$ cat config.mk
export PLATFORM = sky130hd
export DESIGN_NAME = mstw_ctrl
export DESIGN_NICKNAME = d
export VERILOG_FILES = /design/src/hdl/mstw_pkg.sv /design/src/hdl/mstw_ctrl.sv
export SDC_FILE = /design/constraint.sdc
export NUM_CORES = 1
export LEC_CHECK = 0
export ABC_AREA = 1
export BUFFER_PORTS_ARGS = -buffer_cell sky130_fd_sc_hd__buf_2
export CAP_MARGIN = 20
export CORE_AREA = 2 2 39 41
export DETAILED_ROUTE_END_ITERATION = 8
export DIE_AREA = 0 0 41 43
export PLACE_DENSITY = 0.72
export SYNTH_ARGS = -nofsm -noshare
export SYNTH_HDL_FRONTEND = slang
export SYNTH_SLANG_ARGS = --single-unit
$ cat constraint.sdc
create_clock -name clock -period 1.5 [get_ports clock]
set_clock_uncertainty 0.2 [all_clocks]
set_input_delay 0.075 -clock clock [delete_from_list [all_inputs] [get_ports clock]]
set_output_delay 0.075 -clock clock [all_outputs]
set_load 0.005 [all_outputs]
$ cat src/hdl/mstw_pkg.sv
`default_nettype none
package mstw_pkg;

   localparam int MAX_VERTICES = 64;
   localparam int VIDX_W       = $clog2(MAX_VERTICES);
   localparam int VCNT_W       = $clog2(MAX_VERTICES + 1);
   localparam int PAIR_AW      = 2 * VIDX_W;
   localparam int CFG_W        = 7;
   localparam int CMP_W        = (VCNT_W > CFG_W) ? VCNT_W : CFG_W;
   localparam int WEIGHT_W     = 16;
   localparam int SUM_W        = 22;
   localparam int ACTION_W     = 2;
   localparam int CSR_IDX_W    = 1;
   localparam int CSR_DATA_W   = 7;

   localparam logic [CSR_IDX_W-1:0] REG_VERTEX_COUNT = 1'd0;
   localparam logic [CSR_IDX_W-1:0] REG_START_VERTEX = 1'd1;

   localparam logic [CFG_W-1:0] VERTEX_COUNT_RESET = 7'd64;
   localparam logic [CFG_W-1:0] START_VERTEX_RESET = 7'd1;

   typedef enum logic [ACTION_W-1:0] {
      ACT_CLEAR = 2'd0,
      ACT_ADD   = 2'd1,
      ACT_RUN   = 2'd2,
      ACT_NONE  = 2'd3
   } action_type;

   typedef struct packed {
      logic load;
      logic clr_step;
      logic add_read;
      logic add_write_ab;
      logic add_write_ba;
      logic run_init;
      logic scan_issue;
      logic pick;
      logic rsp_load;
   } cmd_type;

   typedef struct packed {
      action_type action;
      logic       add_ok;
      logic       add_write;
      logic       clr_last;
      logic       start_ok;
      logic       scan_last;
      logic       found;
      logic       rsp_full;
   } status_type;

endpackage
`default_nettype wire

$ cat src/hdl/mstw_ctrl.sv
`default_nettype none
module mstw_ctrl (
   input  wire logic                 clock,
   input  wire logic                 reset,
   input  wire logic                 req_valid,
   output logic                      req_ready,
   input  wire mstw_pkg::status_type status,
   output mstw_pkg::cmd_type         cmd
);
   import mstw_pkg::*;

   typedef enum logic [3:0] {
      ST_CLEAR, ST_IDLE, ST_DECODE, ST_ADD_RD, ST_ADD_CMP, ST_ADD_WR2,
      ST_RUN_INIT, ST_SCAN, ST_SCAN_TAIL, ST_PICK, ST_DONE
   } state_type;

   state_type state_ff, state_in;

   always_comb begin
      state_in = state_ff;
      cmd      = '0;
      case (state_ff)
         ST_CLEAR: begin
            cmd.clr_step = 1'b1;
            if (status.clr_last) state_in = ST_IDLE;
         end
         ST_IDLE: begin
            if (req_valid) begin
               cmd.load = 1'b1;
               state_in = ST_DECODE;
            end
         end
         ST_DECODE: begin
            case (status.action)
               ACT_CLEAR: state_in = ST_CLEAR;
               ACT_ADD:   state_in = status.add_ok ? ST_ADD_RD : ST_IDLE;
               ACT_RUN:   state_in = ST_RUN_INIT;
               default:   state_in = ST_IDLE;
            endcase
         end
         ST_ADD_RD: begin
            cmd.add_read = 1'b1;
            state_in     = ST_ADD_CMP;
         end
         ST_ADD_CMP: begin
            if (status.add_write) begin
               cmd.add_write_ab = 1'b1;
               state_in         = ST_ADD_WR2;
            end else begin
               state_in = ST_IDLE;
            end
         end
         ST_ADD_WR2: begin
            cmd.add_write_ba = 1'b1;
            state_in         = ST_IDLE;
         end
         ST_RUN_INIT: begin
            cmd.run_init = 1'b1;
            state_in     = status.start_ok ? ST_SCAN : ST_DONE;
         end
         ST_SCAN: begin
            cmd.scan_issue = 1'b1;
            if (status.scan_last) state_in = ST_SCAN_TAIL;
         end
         ST_SCAN_TAIL: state_in = ST_PICK;
         ST_PICK: begin
            cmd.pick = 1'b1;
            state_in = status.found ? ST_SCAN : ST_DONE;
         end
         ST_DONE: begin
            if (!status.rsp_full) begin
               cmd.rsp_load = 1'b1;
               state_in     = ST_IDLE;
            end
         end
         default: state_in = ST_IDLE;
      endcase
   end

   always_ff @(posedge clock) begin
      if (reset) begin
         state_ff <= ST_CLEAR;
      end else begin
         state_ff <= state_in;
      end
   end

   assign req_ready = (state_ff == ST_IDLE);

endmodule
`default_nettype wire

==> summary.md, run 1 <==
| Metric | Value |
|---|---|
| Max-slew headroom | `84.2%` |
| Max reg flops | `4` |
| Clock Latency Late Sink | `0.23 ns` |
| # fillers | `between 150 and 200` |
| Area Growth Syn to Fin | `38.5%` |
| Placed Area | `589 µm²` |
| Max stage delay cell, worst path | `dfxtp_1` |
| Leak | `~0.00038 µW` |
| Top flop regs | `state_ff (4)` |
| Largest register by flop count | `state_ff` |
| Detailed Place HPWL | `approximately 1000 µm` |
| Placer congestion estimate | `0.815` |
| Maximum VDD drop | `around 770 µV` |
| Crit end category | `output pin` |
| Fin crit share | `between 90% and 100%` |
| Synth Instances | `slightly below 90` |
| Mapped Nets | `99` |
| Ys Warns | `0` |
| DRC errors left | `0` |
| Diodes inserted | `0` |
| CP Launch Type | `flip-flop` |
| Die Y | `43 µm` |
| FP Rows | `14` |
| Clock root cell | `clkbuf_4` |
| Drt first pass iters | `4` |
| Cell Chain, Critical Path | `nand2_1 > nor3_1 > buf_2` |
| Sequential share of the synthesized area | `roughly 17%` |
| Total CTS buffers | `3` |
| Post-synth cell types | `16` |
| Vias in the first global route | `between 500 and 600` |
| I/O pins | `22` |
| Share of layout cells above drive strength 1 | `around two fifths` |
| Critical Setup Path Class | `flip-flop to output pin` |
| Die area | `around 1800 µm²` |
| Dpl ws | `0.0817 ns` |
| Fmax | `slightly below 0.7 GHz` |
| Final wirelength | `~1100 µm` |
| Antenna Violating Nets Remaining | `0` |
| Initial antenna violation count | `0` |
| Pwr Total | `~760 µW` |
| First-pass GRT wire length | `around 1900 µm` |
| Number of H-tree levels | `1` |
| Most frequent cells in the layout | `nand2_1 (23), buf_2 (21), inv_1 (15)` |
| Slew Viols, Final | `0` |
| GRT overflow | `0` |
| Synth Register Bits | `4` |
| Worst endpoint required time | `1.22 ns` |
| Placeable Area | `roughly 1400 µm²` |
| TritonCTS clock tree | `yes` |
| Final setup fails | `0` |
| Crit path buffers/inverters | `1` |
| Multi-input combinational cell area | `between 300 and 400 µm²` |
| PwrDens | `1180 nW/µm²` |
| Mapped Avg Cell Area | `5.34 µm²` |
| Hold Path Class | `input pin to flip-flop` |
| Pin count of the biggest net entering global routing | `8` |
| Post-route setup slack | `between 0.06 and 0.07 ns` |
| Max stage delay on crit path | `between 0.4 and 0.5 ns` |
| Via count | `approximately 600` |
| Max Buffers Root-to-Sink | `2` |
| Final Util | `a little under half` |
| Post-CTS Setup Bufs | `0` |
| Arrival time at the worst endpoint | `roughly 1.2 ns` |
| Most common cell after layout, fill and taps aside | `nand2_1` |
| Sequential cell area | `around 84 µm²` |
| Port bufs | `21` |
| Post-route cell area | `between 600 and 700 µm²` |
| DR WL/cell | `8.79 µm` |
| 1st-iter DRT viols | `26` |
| Max cap viols | `0` |
| Cell Area, Synth | `roughly 460 µm²` |
| Post-DR vias/cell | `between 4 and 5` |
| Die width | `between 40 and 50 µm` |
| RSZ-0062 raised after global routing | `true` |
| GRT Total Usage | `between 15 and 20%` |
| Worst path top cell family by delay | `flip-flops` |
| Worst-margin pin slew | `0.234 ns` |
| Clk slew on worst S/H paths | `roughly 0.040 ns` |
| Nets | `127` |
| Tmin final | `between 1 and 1.5 ns` |
| Crit-path max FO | `7` |
| Effective utilization at floorplan | `about a third` |
| Clock sink total | `4` |
| Status | `complete, no violations` |
| Final Hold Viols | `0` |
==> synthesized netlist by cell type <==
| cell type | n | area share, % |
|---|---|---|
| nand2_1 | 23 | 19 |
| inv_1 | 15 | 12 |
| nand2_2 | 3 | 4.0 |
| nand3_2 | 1 | 2.2 |
| nand3b_2 | 1 | 2.4 |
| nor2_1 | 13 | 11 |
| nor2_4 | 2 | 4.9 |
| a21oi_1 | 2 | 2.2 |
| o21ai_0 | 2 | 2.2 |
| nor2_2 | 5 | 6.7 |
| nor3_1 | 2 | 2.2 |
| dfxtp_1 | 4 | 17 |
| inv_2 | 3 | 2.4 |
| nand4_1 | 2 | 2.7 |
| nand3_1 | 7 | 7.5 |
| o21ai_1 | 2 | 2.2 |
==> power by group <==
| part | switching [µW] | internal, µW | leakage [µW] |
|---|---|---|---|
| Clock | 41.2 | 89.3 | 0.0000138 |
| Sequential | 51.6 | 140 | 0.0000339 |
| Combinational | 266 | 173 | 0.000328 |
| Total | 359 | 402 | 0.000376 |
==> cells by family (layout without fill, tap and decap cells) <==
kind of cell / count (synthesis) / count (layout) / synth area share (%)
buffers and inverters: 18 / 44 / 14.6
AO/OA/AOI/OAI: 6 / 6 / 6.47
AND/OR/NAND/NOR: 59 / 59 / 61.7
flip-flops: 4 / 4 / 17.3
==> through the flow <==
| step | TNS [ns] | instances | hold slack (ns) |
|---|---|---|---|
| 2_1_floorplan | 0 | 87 | -0.0559 |
| 3_3_place_gp | 0 | 124 | 0.0696 |
| 3_5_place_dp | 0 | 124 | 0.0690 |
| 4_1_cts | -0.00962 | 129 | 0.0313 |
| 5_1_grt | -0.263 | 129 | 0.0810 |
| 6_report | 0 | 129 | 0.0467 |
==> worst register-to-register path: stages (launching register included) <==
cell,delay (ns)
dfxtp_1,0.44
inv_2,0.07
nor2_2,0.15
nand3_1,0.12
nand2_1,0.11
nor2_2,0.06
o21ai_1,0.11
nor2_1,0.06
==> routing by layer <==
layer	vias up	wire length, µm	GRT usage (%)
met4	0	0	8.00
li1	322	-	-
met5	-	0	0
met3	0	76	1.57
met2	18	586	25.9
met1	264	471	17.6
==> worst paths after layout <==
| path | startpoint | end | slack (ns) | depth (start not counted) |
|---|---|---|---|---|
| worst max-delay path | state_ff[1] | cmd[0] | 0.06 | 3 |
| worst min-delay path | status[2] | state_ff[2] | 0.05 | 6 |
| worst max register to register | state_ff[1] | state_ff[0] | 0.08 | 7 |
| worst min register to register | state_ff[0] | state_ff[0] | 0.37 | 2 |
==> final cells by class <==
type	count	share of cell area [%]
inverters	18	10.5
multi-input cells	65	50.4
well taps	16	3.11
clock buffers	3	3.50
flip-flops and latches	4	13.0
repair buffers	23	19.5
==> what timing repair did <==
action | CTS | global route
endpoints found under the setup margin | 2 | 9
endpoints found under the hold margin | 4 | 0
gates resized for setup | 1 | 4
cloned | 0 | 0
pin swaps | 0 | 0
hold buffers | 2 | 0
Note: power is estimated with default switching activity, not from simulation.
==> run 2: changes to the inputs <==
- SETUP_SLACK_MARGIN: default -> 0.1
==> run 2 against run 1 <==
Effect of this change:
- via count increased by 1.3%
- total power grew 13%
- sequential power rose by 19%
- routed wire length is 8.6% higher
- sequential share of layout area increased by 0.20 points
- critical path depth rose by 4
- clock power hardly changed
- die area did not move
- design area up 8.8%
- first-iteration DRC count is 38% lower
==> summary.md, run 2 (same netlist as run 1, synthesis figures left out) <==
| Metric | Value |
|---|---|
| Placed Area | `589 µm² (unchanged)` |
| Placer congestion estimate | `0.815 (unchanged)` |
| Max stage delay on crit path | `0.41 ns (-0.03 ns)` |
| Max Buffers Root-to-Sink | `2 (unchanged)` |
| Clk slew on worst S/H paths | `0.04 ns (about the same)` |
| Cell Chain, Critical Path | `inv_2 > nor2_2 > nand3_2 > nand2_2 > nor2_4 > o21ai_1 > nor2_1` |
| Effective utilization at floorplan | `33.5% (unchanged)` |
| Leak | `0.000387 µW (+2.8%)` |
| Fmax | `0.730 GHz (+4.8%)` |
| Clock sink total | `4 (unchanged)` |
| Top flop regs | `state_ff (4)` |
| Crit path buffers/inverters | `1 (unchanged)` |
| Crit-path max FO | `7 (unchanged)` |
| Max-slew headroom | `88.0% (+3.8 points)` |
| Worst path top cell family by delay | `simple AND/OR/NAND/NOR gates` |
| RSZ-0062 raised after global routing | `true` |
| Die width | `41 µm (unchanged)` |
| Arrival time at the worst endpoint | `1.29 ns (+0.13 ns)` |
| Largest register by flop count | `state_ff` |
| 1st-iter DRT viols | `16 (-38%)` |
| Initial antenna violation count | `0 (unchanged)` |
| Number of H-tree levels | `1 (unchanged)` |
| First-pass GRT wire length | `1880 µm (unchanged)` |
| Fin Setup TNS | `0 ns (unchanged)` |
| Pwr Total | `864 µW (+13%)` |
| Max reg flops | `4 (unchanged)` |
| # fillers | `150 (-5.7%)` |
| Most common cell after layout, fill and taps aside | `buf_2` |
| Fin crit share | `91.3% (-4.4 points)` |
| TritonCTS clock tree | `yes` |
| Status | `complete, no violations` |
| Diodes inserted | `0 (unchanged)` |
| Placeable Area | `1380 µm² (unchanged)` |
| Via count | `612 (+1.3%)` |
| CP Launch Type | `flip-flop` |
| Max cap viols | `0 (unchanged)` |
| Slew Viols, Final | `0 (unchanged)` |
| I/O pins | `22 (unchanged)` |
| FP Rows | `14 (unchanged)` |
| Post-DR vias/cell | `4.71 (+0.55%)` |
| GRT overflow | `0 (unchanged)` |
| Clock Latency Late Sink | `0.23 ns (about the same)` |
| Drt first pass iters | `4 (unchanged)` |
| GRT Total Usage | `15.3% (unchanged)` |
| Vias in the first global route | `513 (unchanged)` |
| Nets | `128 (+0.79%)` |
| Detailed Place HPWL | `1010 µm (unchanged)` |
| Die Y | `43 µm (unchanged)` |
| Clock root cell | `clkbuf_4` |
| Total CTS buffers | `3 (unchanged)` |
| Port bufs | `21 (unchanged)` |
| Hold Path Class | `input pin to flip-flop` |
| Final Hold Viols | `0 (unchanged)` |
| Final setup fails | `0 (unchanged)` |
| DRC errors left | `0 (unchanged)` |
| Maximum VDD drop | `581 µV (-24%)` |
| Share of layout cells above drive strength 1 | `45.6% (+7.6 points)` |
| Final wirelength | `1230 µm (+8.6%)` |
| PwrDens | `1230 nW/µm² (+4.3%)` |
| Tmin final | `1.37 ns (-0.0658 ns)` |
| Most frequent cells in the layout | `buf_2 (21), nand2_1 (20), inv_1 (14)` |
| Post-route cell area | `699 µm² (+8.8%)` |
| Die area | `1760 µm² (unchanged)` |
| Area Growth Syn to Fin | `50.7%` |
| Non-filler cells, final | `130 (+0.78%)` |
| Critical Setup Path Class | `flip-flop to flip-flop` |
| Worst-margin pin slew | `0.180 ns (-0.0543 ns)` |
| Antenna Violating Nets Remaining | `0 (unchanged)` |
| Placed Instances | `124 (unchanged)` |
| Max stage delay cell, worst path | `dfxtp_4` |
| Pin count of the biggest net entering global routing | `8 (unchanged)` |
| Worst endpoint required time | `1.42 ns (+0.20 ns)` |
| Post-route setup slack | `0.130 ns (+0.0658 ns)` |
| DR WL/cell | `9.48 µm (+7.8%)` |
| Dpl ws | `0.0817 ns (unchanged)` |
| Crit end category | `flip-flop` |
## run 2: cell count changes in the layout (fill, tap and decap cells not counted), moves of 2 or more
| cell | change |
|---|---|
| nor2_2 | -3 |
| nor2_4 | +4 |
| dfxtp_2 | -2 |
| dfxtp_4 | +3 |
| nand2_1 | -3 |
| nand2_2 | +3 |
## run 2: what timing repair did
item	CTS	global route
resized for setup	5	16
buffers inserted	0	1
cloned	0	0
endpoints found under the setup margin	8	14
pin swaps	0	2
hold buffers	2	0
hold endpoints to repair	4	0
## run 2: layer usage
layer  GRT usage [%]  up-vias  share of wire (%)
met2            25.9       14                 54
li1                -      324                  -
met3            1.57        0                5.4
met5               0        -                  0
met4            8.00        0                  0
met1            17.6      274                 41
## run 2: final timing paths
kind	from	end	slack, ns	cells after the start
worst max-delay path	state_ff[1]	state_ff[0]	0.13	7
worst min-delay path	status[2]	state_ff[2]	0.05	6
worst max register to register	state_ff[1]	state_ff[0]	0.13	7
worst min register to register	state_ff[1]	state_ff[1]	0.37	2
## run 2: area by class of cell
cell class / count / area, µm² / area share, %
Clock buffer: 3 / 22.5 / 3.22
Inverter: 18 / 67.6 / 9.66
Multi-Input combinational cell: 65 / 364 / 52.1
Sequential cell: 4 / 92.6 / 13.2
Tap cell: 16 / 20.0 / 2.86
Timing Repair Buffer: 24 / 133 / 19.0
## run 2: metrics by stage
step	hold slack, ns	utilization, %
finish	0.0509	50.5
global route	0.0731	50.5
CTS	0.0313	46.6
detailed placement	0.0690	42.6
global placement	0.0696	42.6
floorplan	-0.0559	-
## run 2: where the power goes
| group | internal, µW | switching (µW) | total, µW |
|---|---|---|---|
| Clock | 89.4 | 42.4 | 132 |
| Combinational | 204 | 301 | 505 |
| Sequential | 152 | 74.5 | 227 |
## run 2: worst min-delay path, delay by kind of cell
family,cells,cell delay (ns)
simple gates,3,0.23
buf+inv,3,0.14
==> run 3: changes to the inputs <==
--- a/config.mk
+++ b/config.mk
@@ -11,4 +11,6 @@
 export CORE_AREA = 2 2 39 41
+export CTS_BUF_LIST = sky130_fd_sc_hd__clkbuf_16
 export DETAILED_ROUTE_END_ITERATION = 8
 export DIE_AREA = 0 0 41 43
+export HOLD_SLACK_MARGIN = 0.02
 export PLACE_DENSITY = 0.72
--- a/constraint.sdc
+++ b/constraint.sdc
@@ -4,2 +4,2 @@
 set_output_delay 0.075 -clock clock [all_outputs]
-set_load 0.005 [all_outputs]
+set_load 0.05 [all_outputs]
==> run 3 against run 2 <==
Effect of this change:
- non-clock buffer count rose by 7
- register-to-register slack got worse by 0.04 ns
- utilization rose by 16 points
- routed wire length rose by 23%
- largest cell class unchanged
==> summary.md, run 3 (same netlist as run 1, synthesis figures left out) <==
| Metric | Value |
|---|---|
| Hold Path Class | `input pin to flip-flop` |
| Sw power | `741 µW (+77%)` |
| Clk slew on worst S/H paths | `0.03 ns (about the same)` |
| Crit-path max FO | `6 (-1)` |
| Clock power share | `26.3% (+11 points)` |
| Max-slew headroom | `83.4% (-4.6 points)` |
| Maximum VDD drop | `793 µV (+36%)` |
| Max stage delay cell, worst path | `dfxtp_4` |
| First-pass GRT wire length | `2400 µm (+28%)` |
| Critical Setup Path Class | `flip-flop to output pin` |
| Metal3 WL | `84 µm (+25%)` |
| Final setup fails | `0 (unchanged)` |
| Area Growth Syn to Fin | `98.7%` |
| Power Internal | `879 µW (+97%)` |
| Arrival time at the worst endpoint | `1.17 ns (-0.12 ns)` |
| Max cap viols | `0 (unchanged)` |
| Post-route setup slack | `0.0577 ns (-0.0721 ns)` |
| Final Hold Viols | `0 (unchanged)` |
| Top flop regs | `state_ff (4)` |
| Max reg flops | `4 (unchanged)` |
| Slew Viols, Final | `0 (unchanged)` |
| R2r worst-path depth | `9 (+2)` |
| Clock Latency Late Sink | `0.23 ns (about the same)` |
| CP Launch Type | `flip-flop` |
| Placer congestion estimate | `0.896 (+9.9%)` |
| Nets | `135 (+5.5%)` |
| Share of layout cells above drive strength 1 | `57.9% (+12 points)` |
| Logic pwr share | `59.1% (+0.6 points)` |
| Vias in the first global route | `586 (+14%)` |
| TritonCTS clock tree | `yes` |
| Fmax | `0.693 GHz (-5.0%)` |
| Post-DR vias/cell | `4.69 (-0.46%)` |
| Drt first pass iters | `4 (unchanged)` |
| Final wirelength | `1510 µm (+23%)` |
| DRC errors left | `0 (unchanged)` |
| Die width | `41 µm (unchanged)` |
| Sequential cell area | `95.1 µm² (+2.7%)` |
| Port bufs | `21 (unchanged)` |
| Register share of total power | `14.6% (-12 points)` |
| Clock root cell | `clkbuf_16` |
| Initial antenna violation count | `0 (unchanged)` |
| Worst endpoint required time | `1.22 ns (-0.20 ns)` |
| Die area | `1760 µm² (unchanged)` |
| Die Y | `43 µm (unchanged)` |
| Number of H-tree levels | `1 (unchanged)` |
| Effective utilization at floorplan | `33.5% (unchanged)` |
| Top sig layer | `met4` |
| Diodes inserted | `0 (unchanged)` |
| 1st-iter DRT viols | `9 (-7)` |
| M1 WL | `619 µm (+23%)` |
| Dpl ws | `0.0701 ns (-0.0116 ns)` |
| PwrDens | `1760 nW/µm² (+42%)` |
| Cell Chain, Critical Path | `inv_4 > nor2_4 > nand2_2 > nor2_2 > buf_6` |
| Non-filler cells, final | `137 (+5.4%)` |
| DR WL/cell | `11.0 µm (+16%)` |
| Crit end category | `output pin` |
| Sw Share | `45.7% (-2.7 points)` |
| Most frequent cells in the layout | `nand2_1 (18), inv_1 (11), buf_2 (11)` |
| Detailed Place HPWL | `1030 µm (+2.6%)` |
| Placed Instances | `125 (+0.81%)` |
| Tmin final | `1.44 ns (+0.0721 ns)` |
| Max Buffers Root-to-Sink | `2 (unchanged)` |
| Leak | `0.000463 µW (+20%)` |
| FP Rows | `14 (unchanged)` |
| Max stage delay on crit path | `0.40 ns (about the same)` |
| Clock sink total | `4 (unchanged)` |
| Largest register by flop count | `state_ff` |
| GRT Total Usage | `20.3% (+5.0 points)` |
| Fin Setup TNS | `0 ns (unchanged)` |
| Hold path cells | `5 (-1)` |
| Most common cell after layout, fill and taps aside | `nand2_1` |
| # fillers | `109 (-27%)` |
| Worst-margin pin slew | `0.247 ns (+0.0671 ns)` |
| Wire length on met2 | `778 µm (+18%)` |
| Placeable Area | `1380 µm² (unchanged)` |
| Total CTS buffers | `3 (unchanged)` |
| Multi-input combinational cell area | `403 µm² (+11%)` |
| RSZ-0062 raised after global routing | `true` |
| Antenna Violating Nets Remaining | `0 (unchanged)` |
| Via count | `642 (+4.9%)` |
| Fin crit share | `96.2% (+4.8 points)` |
| I/O pins | `22 (unchanged)` |
| Status | `complete, no violations` |
| GRT overflow | `0 (unchanged)` |
| Pin count of the biggest net entering global routing | `8 (unchanged)` |
[run 3: changes by cell type in the layout (fill, tap and decap cells not counted), sizes merged]
cell / before / now
buf: 22 / 29
[run 3: power groups by stage]
stage          combinational (µW)  sequential (µW)  clock [µW]
3_5_place_dp                  653              192           0
2_1_floorplan                 525              183           0
5_1_grt                      1030              243         433
3_3_place_gp                  651              190           0
6_report                      957              236         427
4_1_cts                       849              224         427
[run 3: area by class of cell]
cell class | instances | area share, %
Tap cell | 16 | 2.17
Multi-Input combinational cell | 65 | 43.7
Sequential cell | 4 | 10.3
Inverter | 18 | 7.60
Timing Repair Buffer | 31 | 28.1
Clock buffer | 3 | 8.14
[run 3: metal layers]
| layer | vias up | track usage, % |
|---|---|---|
| met5 | - | 0 |
| li1 | 335 | - |
| met1 | 276 | 22.7 |
| met4 | 0 | 12.0 |
| met3 | 3 | 3.14 |
| met2 | 28 | 33.8 |
[run 3: path summary, 6_finish.rpt]
path | startpoint | slack [ns] | to
min reg2reg | state_ff[1] | 0.37 | state_ff[1]
min | status[1] | 0.03 | state_ff[0]
max reg2reg | state_ff[0] | 0.09 | state_ff[0]
max | state_ff[0] | 0.06 | cmd[8]
[run 3: worst max-delay path: cells and delay by family (launching register included)]
kind	cells	cell delay [ns]
buffers and inverters	2	0.22
DFF	1	0.40
and+or+nand+nor	3	0.31
[run 3: what timing repair did]
action                                  4_1_cts  5_1_grt
hold endpoints to repair                      4        0
pin swaps                                     3        4
hold buffers                                  2        0
setup buffers                                 6        1
endpoints found under the setup margin       11       14
resized for setup                            32       14
[run 3: per-stage QoR]
step	instance area, µm²	total power, µW	hold WS, ns	util [%]
3_5_place_dp	636	845	0.0617	45.9
5_1_grt	922	1700	0.0609	66.6
6_report	922	1620	0.0277	66.6
4_1_cts	873	1500	0.0345	63.1
3_3_place_gp	636	841	0.0612	45.9
2_1_floorplan	503	709	-0.0633	-
